## config.mk

```make
export PLATFORM = sky130hd
export DESIGN_NAME = servo_pulse_ramp_generator_core
export DESIGN_NICKNAME = d
export VERILOG_FILES = /design/src/hdl/sprg_pkg.sv /design/src/hdl/servo_pulse_ramp_generator_core.sv /design/src/hdl/sprg_angle_map.sv /design/src/hdl/sprg_ctrl.sv
export SDC_FILE = /design/constraint.sdc
export NUM_CORES = 1
export LEC_CHECK = 0
export CELL_PAD_IN_SITES_DETAIL_PLACEMENT = 2
export CELL_PAD_IN_SITES_GLOBAL_PLACEMENT = 2
export CORE_ASPECT_RATIO = 0.5
export CORE_MARGIN = 2
export CORE_UTILIZATION = 43
export DETAILED_ROUTE_END_ITERATION = 8
export DONT_BUFFER_PORTS = 1
export PLACE_DENSITY = 0.95
export SKIP_CTS_REPAIR_TIMING = 1
export SLEW_MARGIN = 20
export SYNTH_ARGS = -nofsm -noshare
export SYNTH_HDL_FRONTEND = slang
export SYNTH_SLANG_ARGS = --single-unit
export TNS_END_PERCENT = 10
```

## constraint.sdc

```tcl
create_clock -name i_clk -period 17.1 [get_ports i_clk]
set_input_delay 2.565 -clock i_clk [delete_from_list [all_inputs] [get_ports i_clk]]
set_output_delay 2.565 -clock i_clk [all_outputs]
set_load 0.05 [all_outputs]
```

## src/hdl/sprg_pkg.sv

```systemverilog
package sprg_pkg;

    localparam int unsigned CompareWidth = 12;
    localparam int unsigned AngleWidth   = 8;
    localparam int unsigned HoldWidth    = 16;
    localparam int unsigned StepWidth    = 8;
    localparam int unsigned TickWidth    = 4;

    localparam logic [TickWidth-1:0]    STEP_TICKS  = 4'd10;
    localparam logic [AngleWidth-1:0]   MAX_ANGLE   = 8'd180;
    localparam logic [CompareWidth-1:0] MIN_COMPARE = 12'd500;
    localparam logic [CompareWidth-1:0] MAX_COMPARE = 12'd2500;

    // 2000/180 = 100/9 scaled by 2^16, rounded up; exact for angles 0..180
    localparam int unsigned MapShift = 16;
    localparam logic [19:0] MAP_RECIP = 20'd728178;

    localparam logic CMD_TICK = 1'b0;
    localparam logic CMD_MOVE = 1'b1;

    typedef enum logic [1:0] {
        PH_IDLE = 2'd0,
        PH_RAMP = 2'd1,
        PH_HOLD = 2'd2
    } t_phase;

    typedef struct packed {
        logic                    cmd;
        logic [AngleWidth-1:0]   angle_deg;
        logic [HoldWidth-1:0]    hold_ms;
        logic [StepWidth-1:0]    step_size;
    } t_item;

    typedef struct packed {
        logic [CompareWidth-1:0] pulse_compare;
        logic                    busy_res;
        logic                    rejected;
    } t_result;

    // one saturating step of cur toward goal
    function automatic logic [CompareWidth-1:0] f_take_step(
        input logic [CompareWidth-1:0] cur,
        input logic [CompareWidth-1:0] goal,
        input logic [StepWidth-1:0]    step
    );
        logic [CompareWidth-1:0] diff;
        logic [CompareWidth-1:0] step_ext;
        logic [CompareWidth-1:0] res;
        step_ext = {{(CompareWidth-StepWidth){1'b0}}, step};
        res = cur;
        if (cur < goal) begin
            diff = goal - cur;
            res  = (diff < step_ext) ? goal : cur + step_ext;
        end else begin
            diff = cur - goal;
            if (cur != goal) begin
                res = (diff < step_ext) ? goal : cur - step_ext;
            end
        end
        return res;
    endfunction

endpackage

```

## src/hdl/servo_pulse_ramp_generator_core.sv

```systemverilog
// Servo pulse ramp generator: each transaction is a 1 ms tick or a move request and yields
// one result with the compare value, the busy flag and a reject flag. One transaction is
// taken every clock cycle while the output is not stalled; it passes through the input
// register, then the state update into the result register. The result register lets the next
// transaction enter while a result waits for i_out_ready.
module servo_pulse_ramp_generator_core (
    input  logic                              i_clk,
    input  logic                              i_rst_n,
    input  logic                              i_in_valid,
    output logic                              o_in_ready,
    input  logic                              i_cmd,
    input  logic [sprg_pkg::AngleWidth-1:0]   i_angle_deg,
    input  logic [sprg_pkg::HoldWidth-1:0]    i_hold_ms,
    input  logic [sprg_pkg::StepWidth-1:0]    i_step_size,
    output logic                              o_out_valid,
    input  logic                              i_out_ready,
    output logic [sprg_pkg::CompareWidth-1:0] o_pulse_compare,
    output logic                              o_busy_res,
    output logic                              o_rejected
);

    logic              r_in_valid, n_in_valid;
    sprg_pkg::t_item   r_item;
    logic              r_out_valid, n_out_valid;
    sprg_pkg::t_result r_result;
    sprg_pkg::t_result result;
    logic              advance;

    assign advance    = r_in_valid && (!r_out_valid || i_out_ready);
    assign o_in_ready = !r_in_valid || advance;

    assign n_in_valid  = (i_in_valid && o_in_ready) || (r_in_valid && !advance);
    assign n_out_valid = advance || (r_out_valid && !i_out_ready);

    sprg_ctrl u_ctrl (
        .i_clk    (i_clk),
        .i_rst_n  (i_rst_n),
        .i_apply  (advance),
        .i_item   (r_item),
        .o_result (result)
    );

    always_ff @(posedge i_clk) begin
        if (!i_rst_n) begin
            r_in_valid  <= 1'b0;
            r_out_valid <= 1'b0;
        end else begin
            r_in_valid  <= n_in_valid;
            r_out_valid <= n_out_valid;
        end
    end

    always_ff @(posedge i_clk) begin
        if (i_in_valid && o_in_ready) begin
            r_item.cmd       <= i_cmd;
            r_item.angle_deg <= i_angle_deg;
            r_item.hold_ms   <= i_hold_ms;
            r_item.step_size <= i_step_size;
        end
        if (advance) begin
            r_result <= result;
        end
    end

    assign o_out_valid     = r_out_valid;
    assign o_pulse_compare = r_result.pulse_compare;
    assign o_busy_res      = r_result.busy_res;
    assign o_rejected      = r_result.rejected;

endmodule

```

## src/hdl/sprg_angle_map.sv

```systemverilog
module sprg_angle_map (
    input  logic [sprg_pkg::AngleWidth-1:0]   i_angle,
    output logic [sprg_pkg::CompareWidth-1:0] o_compare
);

    logic [sprg_pkg::AngleWidth-1:0] angle_clamped;
    logic [27:0]                     product;

    assign angle_clamped = (i_angle > sprg_pkg::MAX_ANGLE) ? sprg_pkg::MAX_ANGLE : i_angle;
    assign product = 28'(angle_clamped) * 28'(sprg_pkg::MAP_RECIP);
    assign o_compare = sprg_pkg::MIN_COMPARE
                     + product[sprg_pkg::MapShift +: sprg_pkg::CompareWidth];

endmodule

```

## src/hdl/sprg_ctrl.sv

```systemverilog
module sprg_ctrl (
    input  logic              i_clk,
    input  logic              i_rst_n,
    input  logic              i_apply,
    input  sprg_pkg::t_item   i_item,
    output sprg_pkg::t_result o_result
);

    logic [sprg_pkg::CompareWidth-1:0] r_cur, n_cur;
    logic [sprg_pkg::CompareWidth-1:0] r_goal, n_goal;
    logic [sprg_pkg::StepWidth-1:0]    r_step, n_step;
    logic [sprg_pkg::TickWidth-1:0]    r_tick, n_tick;
    logic [sprg_pkg::HoldWidth-1:0]    r_hold, n_hold;
    sprg_pkg::t_phase                  r_phase, n_phase;

    logic [sprg_pkg::CompareWidth-1:0] map_compare;
    logic [sprg_pkg::TickWidth-1:0]    tick_inc;
    logic                              busy;

    sprg_angle_map u_angle_map (
        .i_angle   (i_item.angle_deg),
        .o_compare (map_compare)
    );

    assign busy = (r_phase == sprg_pkg::PH_RAMP) || (r_phase == sprg_pkg::PH_HOLD);
    assign tick_inc = r_tick + 1'b1;

    always_comb begin
        n_cur   = r_cur;
        n_goal  = r_goal;
        n_step  = r_step;
        n_tick  = r_tick;
        n_hold  = r_hold;
        n_phase = r_phase;
        if (i_apply) begin
            if (i_item.cmd == sprg_pkg::CMD_MOVE) begin
                if (!busy) begin
                    n_goal = map_compare;
                    n_step = i_item.step_size;
                    n_hold = i_item.hold_ms;
                    n_tick = '0;
                    if (i_item.step_size == '0) begin
                        n_cur   = map_compare;
                        n_phase = (i_item.hold_ms == '0) ? sprg_pkg::PH_IDLE
                                                         : sprg_pkg::PH_HOLD;
                    end else if (r_cur == map_compare) begin
                        n_phase = (i_item.hold_ms == '0) ? sprg_pkg::PH_IDLE
                                                         : sprg_pkg::PH_HOLD;
                    end else begin
                        n_cur   = sprg_pkg::f_take_step(r_cur, map_compare,
                                                        i_item.step_size);
                        n_phase = sprg_pkg::PH_RAMP;
                    end
                end
            end else begin
                case (r_phase)
                    sprg_pkg::PH_RAMP: begin
                        if (tick_inc >= sprg_pkg::STEP_TICKS) begin
                            n_tick = '0;
                            if (r_cur == r_goal) begin
                                n_phase = (r_hold == '0) ? sprg_pkg::PH_IDLE
                                                         : sprg_pkg::PH_HOLD;
                            end else begin
                                n_cur = sprg_pkg::f_take_step(r_cur, r_goal, r_step);
                            end
                        end else begin
                            n_tick = tick_inc;
                        end
                    end
                    sprg_pkg::PH_HOLD: begin
                        n_hold = r_hold - 1'b1;
                        if (n_hold == '0) begin
                            n_phase = sprg_pkg::PH_IDLE;
                        end
                    end
                    default: begin
                        n_phase = r_phase;
                    end
                endcase
            end
        end
    end

    always_comb begin
        o_result.pulse_compare = n_cur;
        o_result.busy_res      = (n_phase == sprg_pkg::PH_RAMP)
                              || (n_phase == sprg_pkg::PH_HOLD);
        o_result.rejected      = i_apply && (i_item.cmd == sprg_pkg::CMD_MOVE) && busy;
    end

    always_ff @(posedge i_clk) begin
        if (!i_rst_n) begin
            r_cur   <= sprg_pkg::MIN_COMPARE;
            r_goal  <= sprg_pkg::MIN_COMPARE;
            r_step  <= '0;
            r_tick  <= '0;
            r_hold  <= '0;
            r_phase <= sprg_pkg::PH_IDLE;
        end else begin
            r_cur   <= n_cur;
            r_goal  <= n_goal;
            r_step  <= n_step;
            r_tick  <= n_tick;
            r_hold  <= n_hold;
            r_phase <= n_phase;
        end
    end

endmodule

```

==> reports/results.tsv <==
stage	metric	value	unit
clock_network	numClockSinks	103	
clock_network	clkTransAtPathRegs	0.07	ns
clock_network	cts_inserted_buffers	9	
timing	slew_headroom	0.347	
clock_network	cts_tree	done	
cells_and_area	final_nets	1713	
floorplanning	start_util	0.436	
cells_and_area	final_cell_mix	ha_1 (169), inv_1 (149), nor2_1 (132)	
logic_synthesis	async_flop_share	0	
floorplanning	coreArea	0.0277	sq mm
logic_synthesis	synthSimpleGateAreaFrac	0.184	
timing	rsz0062_at_grt	no	
logic_synthesis	yosys.area_share.xor_xnor	0.0457	
logic_synthesis	synth-compound-area-share	0.248	
placed_design	hpwl	38.8	mm
timing	final.setup_skew	0.0142	ns
global_route	grt_pass1_vias	13206	
logic_synthesis	synth_top_family_by_area	compound AO/OA/AOI/OAI gates	
logic_synthesis	synth-seq-cells	103	
logic_synthesis	synth_area	0.0121	sq mm
worst_hold_path	hold_class	flop to flop	
timing	min_period_over_period	0.629	
floorplanning	die_area	0.0295	sq mm
run	maxCapViolCount	0	
routing	drcViolationCount	0	
logic_synthesis	synth_warnings	0	
worst_setup_path	worst_ep_arrival_time	10.87	ns
cells_and_area	area_growth	5.11	%
cells_and_area	antenna_cells	0	
routing	wire_per_inst	26.6	microns
clock_network	root_buffer	clkbuf_16	
clock_network	clk_latency	0.38	ns
timing	finalSetupViolations	0	
logic_synthesis	synth_top_area_cell	ha_1	
placed_design	io_buffers	0	
global_route	grt_overflow	0	
logic_synthesis	syn_inst	1519	
timing	worstMarginPinSlew	0.952	ns
logic_synthesis	synth_edf_count	47	
clock_network	htree_levels	3	
global_route	antenna_found_initial	0	
worst_setup_path	path_common_cell	ha_1	
floorplanning	die_w	241	microns
routing	dr.pass1.iters	5	
logic_synthesis	seq_area_frac_synth	0.210	
floorplanning	rows	43	
routing	vias_per_cell	6.38	
global_route	grt_max_degree	50	
logic_synthesis	synth_mux_area_frac	0.0162	
run_status	status	finished clean	
floorplanning	ioPinCount	53	
timing	fin_setup_tns	0	ns
timing	fin_crit	10.75	ns
cells_and_area	multi_input_area	0.00871	sq mm
logic_synthesis	synthesis.nets	1756	
cells_and_area	nFillCells	3110	
routing	wl	49.6	mm
logic_synthesis	synth_top_area_share	0.175	
logic_synthesis	ys.flop_type	dfxtp_1	
worst_setup_path	critPathLaunchType	flop	
cells_and_area	final_common_cell	ha_1	
logic_synthesis	yosysUniqueCellTypes	89	
worst_setup_path	path_max_fanout	22	
routing	drtIter0Drc	876	
worst_setup_path	cp-end-kind	flop	
logic_synthesis	synth.avg_cell_area	7.94	sq um
global_route	grt_pass1_wl	76.3	mm
floorplanning	die_h	122	microns
timing	fmax	0.0930	GHz
routing	postRouteAntennaNets	0	
worst_setup_path	critPathKind	flop to flop	
worst_setup_path	cp_slowest_stage_delay	0.61	ns
timing	slew_viol_final	0	
global_route	grt_util_all_layers	0.339	
worst_setup_path	cp_slowest_cell	a2111oi_0	
routing	vias	11884	
logic_synthesis	synth_fa_ha_area_frac	0.227	
cells_and_area	final_layout_size_suffix_gt1_frac	0.0432	
cells_and_area	ff_latch_area	0.00253	sq mm
placed_design	gp_congestion	0.936	
worst_setup_path	cp_data_required_time	17.22	ns
clock_network	clock_path_buffers	2	
logic_synthesis	synthTopCellsByArea	ha_1 (18%), edfxtp_1 (12%), dfxtp_1 (9.3%), a21oi_1 (5.4%), fa_1 (5.1%)	
timing	finalHoldViolations	0	
==> cells in the mapped netlist (8+ instances only) <==
cell,instances
or3_1,8
o221ai_1,9
a21boi_0,12
and2_1,14
nor3_1,47
o211ai_1,25
o21ai_0,95
nor2b_1,18
xnor2_1,40
nor4_1,13
mux2i_1,15
inv_1,149
ha_1,169
fa_1,31
o31ai_1,11
a211oi_1,20
a21oi_1,130
nor2_1,132
o21a_1,20
buf_1,8
o21bai_1,17
nand2b_1,24
a31oi_1,11
nand2_1,129
dfxtp_1,56
clkbuf_1,49
edfxtp_1,47
a21o_1,16
nand3_1,33
nand4_1,11
xor2_1,18
==> final timing paths <==
kind                     startpoint            endpoint  slack [ns]  cells past startpoint
setup / recovery         r_item[24]  o_pulse_compare[1]        6.35                     35
setup reg to reg         r_item[24]  o_pulse_compare[1]        6.35                     35
hold / removal    u_ctrl.r_hold[12]   u_ctrl.r_hold[12]        0.49                      2
hold reg to reg   u_ctrl.r_hold[12]   u_ctrl.r_hold[12]        0.49                      2
==> worst max-delay path, delay by kind of cell, from the launching register on <==
kind,cells,cell delay (ns)
and+or+nand+nor,5,1.27
AOI/OAI and AO/OA,15,4.43
xor gates and xnor gates,2,0.60
adders and majority gates,8,3.09
buffers and inverters,5,0.65
DFF,1,0.42
==> stage by stage <==
stage	area, sq um	setup WS, ns	std cells	hold slack [ns]	util
after detailed placement	12400	6.72	1847	0.474	0.447
final	12700	6.35	1863	0.486	0.459
after CTS	12700	6.55	1863	0.482	0.459
after global placement	12400	7.79	1847	0.459	0.447
after floorplan	12100	8.52	1519	0.445	-
after global routing	12700	6.10	1863	0.511	0.459
==> flip-flops by register name, indices dropped and copies added (netlist names) <==
name             flops
u_ctrl.r_goal       12
o_rejected           1
u_ctrl.r_step        8
r_item              33
o_out_valid          1
u_ctrl.r_cur        12
u_ctrl.r_phase       2
u_ctrl.r_tick        4
r_in_valid           1
o_pulse_compare     12
u_ctrl.r_hold       16
o_busy_res           1
==> metal layers <==
metal  share of wire  global-route usage  vias up
li1                -                   -     5333
met5               0                   0        -
met2            0.50               0.614      389
met4           0.040               0.147        0
met1            0.41               0.395     6015
met3           0.052              0.0598      147
==> area by class of cell <==
type | count | area share
Clock inverter | 2 | 0.00118
Multi-Input combinational cell | 1199 | 0.687
Tap cell | 382 | 0.0377
Sequential cell | 103 | 0.200
Timing Repair Buffer | 11 | 0.00651
Inverter | 152 | 0.0450
Clock buffer | 14 | 0.0234
==> cells by family (layout without fill, tap and decap cells) <==
family / count (synthesis) / in the layout
other cells: 1 / 1
flops: 103 / 103
buf+inv: 217 / 179
mux: 19 / 19
fa+ha+maj: 200 / 200
xor+xnor: 60 / 60
compound gates: 454 / 454
simple gates: 465 / 465
Power is not shown: default switching activity piles up to over one toggle a cycle in this logic, so the estimate is an artifact.
